### src/hdl/a85_pkg.sv
// Shared types and constants for the base-85 stream decoder.
// No dependencies; every other file of the block but the channel interface file imports this package.
package a85_pkg;

    // Result kinds as seen on the output channel
    typedef enum logic [1:0] {
        KIND_BYTE = 2'd0,
        KIND_OK   = 2'd1,
        KIND_ERR  = 2'd2
    } t_kind;

    // Characters of interest in the encoded stream
    localparam logic [7:0] CH_BANG  = 8'h21;  // digit zero
    localparam logic [7:0] CH_U     = 8'h75;  // digit 84
    localparam logic [7:0] CH_Z     = 8'h7A;  // four zero bytes
    localparam logic [7:0] CH_TILDE = 8'h7E;  // first half of end marker
    localparam logic [7:0] CH_GT    = 8'h3E;  // second half of end marker
    localparam logic [7:0] CH_SPACE = 8'h20;
    localparam logic [7:0] CH_TAB   = 8'h09;  // first of the control whitespace run
    localparam logic [7:0] CH_CR    = 8'h0D;  // last of the control whitespace run

    // Arithmetic constants
    localparam logic [19:0] RADIX    = 20'd85;
    localparam logic [19:0] RADIX_P2 = 20'd7225;
    localparam logic [19:0] RADIX_P3 = 20'd614125;
    localparam logic [31:0] PAD_ALL  = 32'h00FF_FFFF;

    // Command queue geometry
    localparam int QUEUE_DEPTH = 4;
    localparam int QPTR_W      = $clog2(QUEUE_DEPTH);
    localparam int QCNT_W      = $clog2(QUEUE_DEPTH + 1);

    // One queued command: up to four bytes of a word, then an optional status
    typedef struct packed {
        logic [31:0] word;
        logic [2:0]  nbytes;
        logic        has_tail;
        t_kind       tail_kind;
    } t_cmd;

    // Front to queue write port
    typedef struct packed {
        logic valid;
        t_cmd cmd;
    } t_q_push;

    // Queue head as seen by the back end
    typedef struct packed {
        logic valid;
        t_cmd cmd;
    } t_q_head;

endpackage

### src/hdl/a85_stream_if.sv
// Valid/ready channel interfaces for the encoded input and the result output.
// Stand-alone; payload widths follow the block's field list.
interface a85_in_if;
    logic       valid;
    logic       ready;
    logic [7:0] in_byte;
    logic       stream_last;

    modport source (output valid, in_byte, stream_last, input ready);
    modport sink   (input valid, in_byte, stream_last, output ready);
endinterface

interface a85_out_if;
    logic       valid;
    logic       ready;
    logic [7:0] out_byte;
    logic [1:0] kind;
    logic       run_last;

    modport source (output valid, out_byte, kind, run_last, input ready);
    modport sink   (input valid, out_byte, kind, run_last, output ready);
endinterface

### src/hdl/a85_front.sv
// Front end: accepts encoded beats, keeps the group accumulator and issues commands.
// Depends on a85_pkg and a85_in_if.
module a85_front (
    input  logic              i_clk,
    input  logic              i_rst_n,
    a85_in_if.sink            i_in,
    input  logic              i_full,
    output a85_pkg::t_q_push  o_push
);
    import a85_pkg::*;

    logic [31:0] r_sum,      n_sum;
    logic [2:0]  r_count,    n_count;
    logic        r_tilde,    n_tilde;
    logic        r_finished, n_finished;

    logic        w_accept;
    logic [7:0]  w_b;
    logic        w_close;
    logic [19:0] w_factor;
    logic [31:0] w_addend;
    logic [31:0] w_prod;
    logic [31:0] w_sum_next;
    t_cmd        w_cmd;

    assign i_in.ready = !i_full;
    assign w_accept   = i_in.valid && !i_full;
    assign w_b        = i_in.in_byte;
    assign w_close    = r_tilde && (w_b == CH_GT);

    // Pick multiplier and addend: one digit step, or padding of a short group
    always_comb begin
        w_factor = RADIX;
        w_addend = {24'd0, w_b - CH_BANG};
        if (w_close) begin
            case (r_count)
                3'd2:    begin w_factor = RADIX_P3; w_addend = PAD_ALL;       end
                3'd3:    begin w_factor = RADIX_P2; w_addend = PAD_ALL >> 8;  end
                default: begin w_factor = RADIX;    w_addend = PAD_ALL >> 16; end
            endcase
        end
    end

    // Keep the low word of the product only: the sum wraps at 32 bits
    assign w_prod     = r_sum * {12'd0, w_factor};
    assign w_sum_next = w_prod + w_addend;

    // Classify the beat, update stream state and build the command
    always_comb begin
        n_sum      = r_sum;
        n_count    = r_count;
        n_tilde    = r_tilde;
        n_finished = r_finished;
        w_cmd.word      = w_sum_next;
        w_cmd.nbytes    = 3'd0;
        w_cmd.has_tail  = 1'b0;
        w_cmd.tail_kind = KIND_OK;

        if (!r_finished) begin
            if (r_tilde) begin
                n_tilde = 1'b0;
                if (w_b == CH_GT && r_count != 3'd1) begin
                    if (r_count >= 3'd2) begin
                        w_cmd.nbytes = r_count - 3'd1;
                    end
                    w_cmd.has_tail  = 1'b1;
                    w_cmd.tail_kind = KIND_OK;
                    n_sum           = 32'd0;
                    n_count         = 3'd0;
                    n_finished      = 1'b1;
                end else begin
                    w_cmd.has_tail  = 1'b1;
                    w_cmd.tail_kind = KIND_ERR;
                    n_finished      = 1'b1;
                end
            end else if (w_b == CH_TILDE) begin
                if (i_in.stream_last) begin
                    w_cmd.has_tail  = 1'b1;
                    w_cmd.tail_kind = KIND_ERR;
                    n_finished      = 1'b1;
                end else begin
                    n_tilde = 1'b1;
                end
            end else if (w_b >= CH_BANG && w_b <= CH_U) begin
                if (r_count == 3'd4) begin
                    w_cmd.nbytes = 3'd4;
                    n_sum        = 32'd0;
                    n_count      = 3'd0;
                end else begin
                    n_sum   = w_sum_next;
                    n_count = r_count + 3'd1;
                end
            end else if (w_b == CH_Z) begin
                if (r_count != 3'd0) begin
                    w_cmd.has_tail  = 1'b1;
                    w_cmd.tail_kind = KIND_ERR;
                    n_finished      = 1'b1;
                end else begin
                    w_cmd.word   = 32'd0;
                    w_cmd.nbytes = 3'd4;
                end
            end else if (w_b == CH_SPACE || (w_b >= CH_TAB && w_b <= CH_CR)) begin
                // skip whitespace
            end else begin
                w_cmd.has_tail  = 1'b1;
                w_cmd.tail_kind = KIND_ERR;
                n_finished      = 1'b1;
            end

            // End of input without marker: drop the partial group, report done
            if (i_in.stream_last && !n_finished) begin
                w_cmd.has_tail  = 1'b1;
                w_cmd.tail_kind = KIND_OK;
            end
        end

        // Final beat re-arms for the next stream
        if (i_in.stream_last) begin
            n_sum      = 32'd0;
            n_count    = 3'd0;
            n_tilde    = 1'b0;
            n_finished = 1'b0;
        end
    end

    assign o_push.valid = w_accept && (w_cmd.nbytes != 3'd0 || w_cmd.has_tail);
    assign o_push.cmd   = w_cmd;

    // Hold state between beats, advance on accept
    always_ff @(posedge i_clk) begin
        if (!i_rst_n) begin
            r_sum      <= 32'd0;
            r_count    <= 3'd0;
            r_tilde    <= 1'b0;
            r_finished <= 1'b0;
        end else if (w_accept) begin
            r_sum      <= n_sum;
            r_count    <= n_count;
            r_tilde    <= n_tilde;
            r_finished <= n_finished;
        end
    end

endmodule

### src/hdl/a85_queue.sv
// Short command queue between the front end and the result serialiser.
// Depends on a85_pkg.
module a85_queue (
    input  logic              i_clk,
    input  logic              i_rst_n,
    input  a85_pkg::t_q_push  i_push,
    input  logic              i_pop,
    output logic              o_full,
    output a85_pkg::t_q_head  o_head
);
    import a85_pkg::*;

    t_cmd                r_mem [QUEUE_DEPTH];
    logic [QPTR_W-1:0]   r_wr_ptr, n_wr_ptr;
    logic [QPTR_W-1:0]   r_rd_ptr, n_rd_ptr;
    logic [QCNT_W-1:0]   r_count,  n_count;
    logic                w_wr;
    logic                w_rd;

    assign o_full      = (r_count == QCNT_W'(QUEUE_DEPTH));
    assign o_head.valid = (r_count != '0);
    assign o_head.cmd   = r_mem[r_rd_ptr];

    assign w_wr = i_push.valid && !o_full;
    assign w_rd = i_pop && o_head.valid;

    // Advance pointers and occupancy
    always_comb begin
        n_wr_ptr = r_wr_ptr;
        n_rd_ptr = r_rd_ptr;
        n_count  = r_count;
        if (w_wr) begin
            n_wr_ptr = r_wr_ptr + QPTR_W'(1);
        end
        if (w_rd) begin
            n_rd_ptr = r_rd_ptr + QPTR_W'(1);
        end
        case ({w_wr, w_rd})
            2'b10:   n_count = r_count + QCNT_W'(1);
            2'b01:   n_count = r_count - QCNT_W'(1);
            default: n_count = r_count;
        endcase
    end

    always_ff @(posedge i_clk) begin
        if (!i_rst_n) begin
            r_wr_ptr <= '0;
            r_rd_ptr <= '0;
            r_count  <= '0;
        end else begin
            r_wr_ptr <= n_wr_ptr;
            r_rd_ptr <= n_rd_ptr;
            r_count  <= n_count;
        end
    end

    // Store command entries
    always_ff @(posedge i_clk) begin
        if (w_wr) begin
            r_mem[r_wr_ptr] <= i_push.cmd;
        end
    end

endmodule

### src/hdl/a85_back.sv
// Back end: serialises each queued command into result beats behind an output register.
// Depends on a85_pkg and a85_out_if.
module a85_back (
    input  logic              i_clk,
    input  logic              i_rst_n,
    input  a85_pkg::t_q_head  i_head,
    output logic              o_pop,
    a85_out_if.source         o_out
);
    import a85_pkg::*;

    logic        r_valid, n_valid;
    logic [2:0]  r_pos,   n_pos;
    logic [7:0]  r_byte;
    t_kind       r_kind;
    logic        r_last;

    logic        w_load;
    logic [2:0]  w_total;
    logic        w_is_last;
    logic [7:0]  w_byte;
    t_kind       w_kind;

    assign w_load    = i_head.valid && (!r_valid || o_out.ready);
    assign w_total   = i_head.cmd.nbytes + {2'd0, i_head.cmd.has_tail};
    assign w_is_last = (r_pos + 3'd1 == w_total);

    // Select the beat at the current position: bytes first, status after
    always_comb begin
        w_byte = 8'd0;
        w_kind = i_head.cmd.tail_kind;
        if (r_pos < i_head.cmd.nbytes) begin
            w_kind = KIND_BYTE;
            case (r_pos[1:0])
                2'd0:    w_byte = i_head.cmd.word[31:24];
                2'd1:    w_byte = i_head.cmd.word[23:16];
                2'd2:    w_byte = i_head.cmd.word[15:8];
                default: w_byte = i_head.cmd.word[7:0];
            endcase
        end
    end

    // Advance position, drop the command after its last beat
    always_comb begin
        n_valid = r_valid;
        n_pos   = r_pos;
        if (o_out.ready) begin
            n_valid = 1'b0;
        end
        if (w_load) begin
            n_valid = 1'b1;
            n_pos   = w_is_last ? 3'd0 : r_pos + 3'd1;
        end
    end

    assign o_pop = w_load && w_is_last;

    always_ff @(posedge i_clk) begin
        if (!i_rst_n) begin
            r_valid <= 1'b0;
            r_pos   <= 3'd0;
        end else begin
            r_valid <= n_valid;
            r_pos   <= n_pos;
        end
    end

    // Hold the result beat until taken
    always_ff @(posedge i_clk) begin
        if (w_load) begin
            r_byte <= w_byte;
            r_kind <= w_kind;
            r_last <= w_is_last;
        end
    end

    assign o_out.valid    = r_valid;
    assign o_out.out_byte = r_byte;
    assign o_out.kind     = r_kind;
    assign o_out.run_last = r_last;

endmodule

### src/hdl/ascii85_stream_decoder_core.sv
// Base-85 stream decoder. Throughput: one encoded beat per cycle while the four-entry
// command queue has room; results leave at one per cycle while the output is ready.
// After a beat is accepted, its first result passes through the queue write and then
// the output register load.
// Reset: synchronous, active low; clears stream state, empties the queue and the
// output register. No clearing pass; the block accepts beats right after reset.
module ascii85_stream_decoder_core (
    input  logic      i_clk,
    input  logic      i_rst_n,
    a85_in_if.sink    i_in,
    a85_out_if.source o_out
);
    import a85_pkg::*;

    t_q_push w_push;
    t_q_head w_head;
    logic    w_full;
    logic    w_pop;

    a85_front u_front (
        .i_clk   (i_clk),
        .i_rst_n (i_rst_n),
        .i_in    (i_in),
        .i_full  (w_full),
        .o_push  (w_push)
    );

    a85_queue u_queue (
        .i_clk   (i_clk),
        .i_rst_n (i_rst_n),
        .i_push  (w_push),
        .i_pop   (w_pop),
        .o_full  (w_full),
        .o_head  (w_head)
    );

    a85_back u_back (
        .i_clk   (i_clk),
        .i_rst_n (i_rst_n),
        .i_head  (w_head),
        .o_pop   (w_pop),
        .o_out   (o_out)
    );

endmodule

### src/flat_wrapper.sv
// flat-port wrapper written by rule: the top's interface ports become plain ports
module ascii85_stream_decoder_core_flat import a85_pkg::*;
  (i_clk, i_rst_n, i_in_valid, i_in_in_byte, i_in_stream_last, i_in_ready, o_out_valid, o_out_out_byte, o_out_kind, o_out_run_last, o_out_ready);
  a85_in_if i_in_i ();
  a85_out_if o_out_i ();
  input  logic i_clk;
  input  logic i_rst_n;
  input wire logic [$bits(i_in_i.valid)-1:0] i_in_valid;
  input wire logic [$bits(i_in_i.in_byte)-1:0] i_in_in_byte;
  input wire logic [$bits(i_in_i.stream_last)-1:0] i_in_stream_last;
  output wire logic [$bits(i_in_i.ready)-1:0] i_in_ready;
  output wire logic [$bits(o_out_i.valid)-1:0] o_out_valid;
  output wire logic [$bits(o_out_i.out_byte)-1:0] o_out_out_byte;
  output wire logic [$bits(o_out_i.kind)-1:0] o_out_kind;
  output wire logic [$bits(o_out_i.run_last)-1:0] o_out_run_last;
  input wire logic [$bits(o_out_i.ready)-1:0] o_out_ready;
  assign i_in_i.valid = i_in_valid;
  assign i_in_i.in_byte = i_in_in_byte;
  assign i_in_i.stream_last = i_in_stream_last;
  assign i_in_ready = i_in_i.ready;
  assign o_out_valid = o_out_i.valid;
  assign o_out_out_byte = o_out_i.out_byte;
  assign o_out_kind = o_out_i.kind;
  assign o_out_run_last = o_out_i.run_last;
  assign o_out_i.ready = o_out_ready;
  ascii85_stream_decoder_core u_core (.i_clk(i_clk), .i_rst_n(i_rst_n), .i_in(i_in_i), .o_out(o_out_i));
endmodule
### config.mk
export PLATFORM = sky130hd
export DESIGN_NAME = ascii85_stream_decoder_core_flat
export DESIGN_NICKNAME = d
export VERILOG_FILES = /design/src/hdl/a85_pkg.sv /design/src/hdl/a85_stream_if.sv /design/src/hdl/a85_front.sv /design/src/hdl/a85_queue.sv /design/src/hdl/a85_back.sv /design/src/hdl/ascii85_stream_decoder_core.sv /design/src/flat_wrapper.sv
export SDC_FILE = /design/constraint.sdc
export NUM_CORES = 1
export LEC_CHECK = 0
export BUFFER_PORTS_ARGS = -buffer_cell sky130_fd_sc_hd__buf_4
export CELL_PAD_IN_SITES_DETAIL_PLACEMENT = 1
export CELL_PAD_IN_SITES_GLOBAL_PLACEMENT = 1
export CORE_MARGIN = 2
export CORE_UTILIZATION = 35
export DETAILED_ROUTE_END_ITERATION = 8
export PLACE_DENSITY_LB_ADDON = 0.15
export SETUP_SLACK_MARGIN = 0.3
export SYNTH_ARGS = -nofsm -noshare
export SYNTH_HDL_FRONTEND = slang
export SYNTH_SLANG_ARGS = --single-unit
export TNS_END_PERCENT = 30
### constraint.sdc
create_clock -name i_clk -period 15.51 [get_ports i_clk]
set_input_delay 2.3265 -clock i_clk [delete_from_list [all_inputs] [get_ports i_clk]]
set_output_delay 2.3265 -clock i_clk [all_outputs]
set_load 0.01 [all_outputs]
==> results.txt <==
- Quantity of I/O buffers inserted on ports: 25
* Final critical-path share of the clock period: 0.705
- For this run, the number of Yosys warnings is 0.
- Biggest area consumer among synthesized cells: sky130_fd_sc_hd__fa_1
- Summing all non-filler instances in the final layout gives an area of 0.0215 mm^2.
- GRT Resource Usage Total: 0.188
* Tightest Hold Check Type: reg -> reg
- During I/O placement, the number of pins put on the boundary was 26.
- Shortest clock period the worst path allows after layout: 10.94 ns
- Post-Route WL: 51400 um
* Final number of hold-violating endpoints: 0
- Max-cap violations in this run came to 0.
- Number of different library cells in the post-synthesis netlist: 64
* Power density over cell area: 73.3 mW/mm^2
* Cell row count: 86
- Startpoint kind of the worst setup timing path: primary input
* Reg2reg setup slack: 6.40 ns
* DP Wirelength: 42100 um
- Die span in x: 241 um
- Antenna violations before repair: 0
* Vias per inst: 4.76
- # H-tree levels: 1
- Number of inserted filler cells in the final layout: 6127
* Status: complete, no violations
- The slowest stage of the critical path belongs to the cell sky130_fd_sc_hd__a21oi_4.
- After detailed routing, the average wire length per cell comes to 20.3 um.
- Signed area change from the synthesized netlist to the final layout: 9.32%
- Maximum cell stage delay along the critical path: 0.80 ns
- For this run, the top clock speed supported by timing is 91.4 MHz.
* Highest-utilization routing layer at the global route stage: met2
- Endpoint of the most critical register-to-register path: u_core.u_queue.r_mem[0][36]
- Net count after synthesis: 2218
- For this run, the register share of the synthesized area comes to 0.299.
- Sum of negative setup slack: 0 ns
- R2r startpoint: u_core.u_front.r_tilde
- Source-to-sink clock delay at the later pin of the worst-skew pair: 0.50 ns
- Root cell of the clock tree: sky130_fd_sc_hd__clkbuf_16
- Normalized max-slew margin: 0.354
* Final slew viol count: 0
* Final antenna-violating net count: 0
- Share of flip-flops with an asynchronous set or reset after synthesis: 0
- Post-placement worst setup slack: 4.04 ns
- Slew at the pin with the worst max-slew slack: 0.967 ns
- Summing over every cut layer, the via total after detailed routing is 12000.
- Clock-pin slew was measured on the worst setup and hold paths at 0.06 ns.
- Kind of critical path: in -> reg
* NumNets Final: 2239
- Across the VDD grid, the largest voltage drop is 86.1 uV.
- Entering global routing, the biggest net connects 41 pins.
* Met2 Track Usage GR: 0.341
- Global-route wire length before repair: 82300 um
* Arrival time of the worst setup path: 11.20 ns
- Unrepaired setup endpoints after global routing: no
- In this run, post-CTS hold repair placed 0 buffers.
- Count of clock tree sinks: 213
* Fraction of final layout cells sized beyond drive strength 1: 0.0725
* Clock tree from TritonCTS: built
* Number of cells on the worst reg-to-reg path: 26
* Type of element capturing the critical path: flip-flop
* Number of search-and-repair iterations in the first detailed-routing pass: 6
* Final global-route overflow total: 0
- Across all setup checks in the final design, the least slack found is 4.57 ns.
* Via count of the first global-routing pass: 13700
- 0 antenna diodes ended up in the layout.
- Post-synth EDFFs: 163
- Total clock buffers created by CTS: 21
* Endpoint of the worst setup timing path: u_core.u_queue.r_mem[0][36]
* Global-route track usage on met1: 0.253
- Area after detailed placement: 0.0208 mm^2
- Across the routed clock network, the largest skew measured is 0.0119 ns.
- Leakage Power: 0.00989 uW
* Buffers inserted by post-CTS timing repair: 0
- The congestion estimate from routability-driven global placement came to 0.841.
- For this run, global-route usage on met3 was measured as 0.0132.
* Area of the mapped netlist: 0.0197 mm^2
- Post-route DRC violation count: 0
- Total setup violations reported at the end of the flow: 0
- Data required time of the critical path: 15.77 ns
* Main synth FF type: sky130_fd_sc_hd__edfxtp_1
- Count of cells resized by post-cts repair: 0
- Top area cells in the synthesized netlist: sky130_fd_sc_hd__fa_1 (27%), sky130_fd_sc_hd__edfxtp_1 (25%), sky130_fd_sc_hd__ha_1 (13%)
- Initial cell density of the core: 0.356
- Of all nets on the critical path, the largest fanout is 30.
- Synthesized area per cell: 11.3 um^2
- Core footprint: 0.0553 mm^2
- The most critical setup path has its startpoint at i_in_in_byte[0].
- Die outline area: 0.0582 mm^2
- Seq cells post-synth: 213
* Post-Synthesis Cells: 1743
* Total power: 1580 uW
- For this block, the initial DRC count from the detailed router was 440.
* Worst-case clock buffer depth: 3
* Area fraction of the dominant cell type after synthesis: 0.269
- Die Y-Extent: 241 um
[placed cells by master (no fill, tap or decap), types with 3 or more instances in the layout]
cell / n
sky130_fd_sc_hd__a211oi_1: 6
sky130_fd_sc_hd__o21bai_1: 4
sky130_fd_sc_hd__dfxtp_1: 48
sky130_fd_sc_hd__clkinv_2: 6
sky130_fd_sc_hd__nand3_1: 14
sky130_fd_sc_hd__fa_1: 265
sky130_fd_sc_hd__nand2b_1: 4
sky130_fd_sc_hd__or3_1: 3
sky130_fd_sc_hd__nor3_1: 6
sky130_fd_sc_hd__nor2b_1: 61
sky130_fd_sc_hd__a31oi_1: 6
sky130_fd_sc_hd__buf_4: 37
sky130_fd_sc_hd__mux4_2: 38
sky130_fd_sc_hd__bufinv_16: 4
sky130_fd_sc_hd__ha_1: 197
sky130_fd_sc_hd__a21o_1: 13
sky130_fd_sc_hd__a21boi_0: 5
sky130_fd_sc_hd__nand4_1: 4
sky130_fd_sc_hd__nand2_1: 103
sky130_fd_sc_hd__o21ai_1: 4
sky130_fd_sc_hd__inv_1: 441
sky130_fd_sc_hd__o21a_1: 3
sky130_fd_sc_hd__and3_1: 17
sky130_fd_sc_hd__xnor2_1: 47
sky130_fd_sc_hd__a22oi_1: 27
sky130_fd_sc_hd__and2_1: 50
sky130_fd_sc_hd__and2_2: 4
sky130_fd_sc_hd__clkbuf_16: 22
sky130_fd_sc_hd__o21ai_0: 28
sky130_fd_sc_hd__xor2_1: 18
sky130_fd_sc_hd__edfxtp_1: 163
sky130_fd_sc_hd__nor2_1: 33
sky130_fd_sc_hd__a21oi_1: 48
[metal layers]
metal	share of wire	routed length (um)	vias to the layer above
met5	0	0	-
met4	0.012	591	0
met3	0.025	1300	36
met2	0.51	26200	130
met1	0.45	23300	6281
li1	-	-	5590
[state kept, by name, indices dropped and copies added (netlist names), 2 cells and up, named ones only]
signal,count
u_core.u_queue.r_count,3
u_core.u_front.r_count,3
u_core.u_back.o_out.out_byte,8
u_core.u_back.r_pos,3
u_core.u_back.o_out.kind,2
u_core.u_queue.r_rd_ptr,2
u_core.u_queue.r_wr_ptr,2
u_core.u_front.r_sum,32
u_core.u_queue.r_mem,152
[kinds of logic (layout without fill, tap and decap cells)]
logic type,after synthesis,in the layout,share of synthesized area
mux,40,40,0.0445
compound gates,163,163,0.0533
xor+xnor,68,68,0.0320
simple gates,317,317,0.0838
flops,213,213,0.299
buf+inv,480,516,0.0922
fa+ha+maj,462,462,0.395
[power by group]
part / total, uW / switching [uW] / internal [uW]
logic: 328 / 187 / 141
registers: 698 / 19.2 / 679
clock network: 552 / 216 / 337
[synth_stat cells, drive strengths merged (6+ instances only)]
library cell	count
clkbuf	31
mux4	38
a211oi	6
nor2b	61
a21o	13
nor2	34
dfxtp	50
nand3	14
buf	8
inv	441
ha	197
fa	265
edfxtp	163
and2	54
xor2	18
o21ai	32
a31oi	7
nand2	104
a21boi	6
xnor2	48
a21oi	49
and3	17
a22oi	27
nor3	6
[worst min path at each step]
stage                                         start                   endpoint  slack (ns)  cells past startpoint
after floorplan            u_core.u_front.r_sum[31]   u_core.u_front.r_sum[31]        0.44                      2
after global placement    u_core.u_back.o_out.valid  u_core.u_back.o_out.valid        0.47                      2
after detailed placement  u_core.u_back.o_out.valid  u_core.u_back.o_out.valid        0.49                      2
after CTS                 u_core.u_back.o_out.valid  u_core.u_back.o_out.valid        0.49                      2
after global routing      u_core.u_back.o_out.valid  u_core.u_back.o_out.valid        0.52                      2
final                     u_core.u_back.o_out.valid  u_core.u_back.o_out.valid        0.49                      2
[metrics by stage]
step | hold WS [ns] | instances | utilization
floorplan | 0.442 | 1743 | -
global placement | 0.468 | 2489 | 0.375
detailed placement | 0.486 | 2489 | 0.375
CTS | 0.495 | 2527 | 0.389
global route | 0.524 | 2527 | 0.389
finish | 0.488 | 2527 | 0.389
[final cells by class]
cell class | instances | area [um^2] | share of cell area
multi-input combinational | 1050 | 12000 | 0.557
clock buffer | 25 | 582 | 0.0270
inverter | 441 | 1660 | 0.0769
sequential | 213 | 5900 | 0.274
clock inverter | 13 | 178 | 0.00826
tap | 748 | 936 | 0.0435
timing repair buffer | 37 | 278 | 0.0129
[worst max-delay path: cells and delay by family]
kind / cells / cell delay [ns]
AOI/OAI and AO/OA: 7 / 2.44
adders and majority gates: 10 / 4.50
buffers and inverters: 8 / 0.67
and+or+nand+nor: 4 / 1.22
Note: power is estimated with default switching activity, not from simulation.
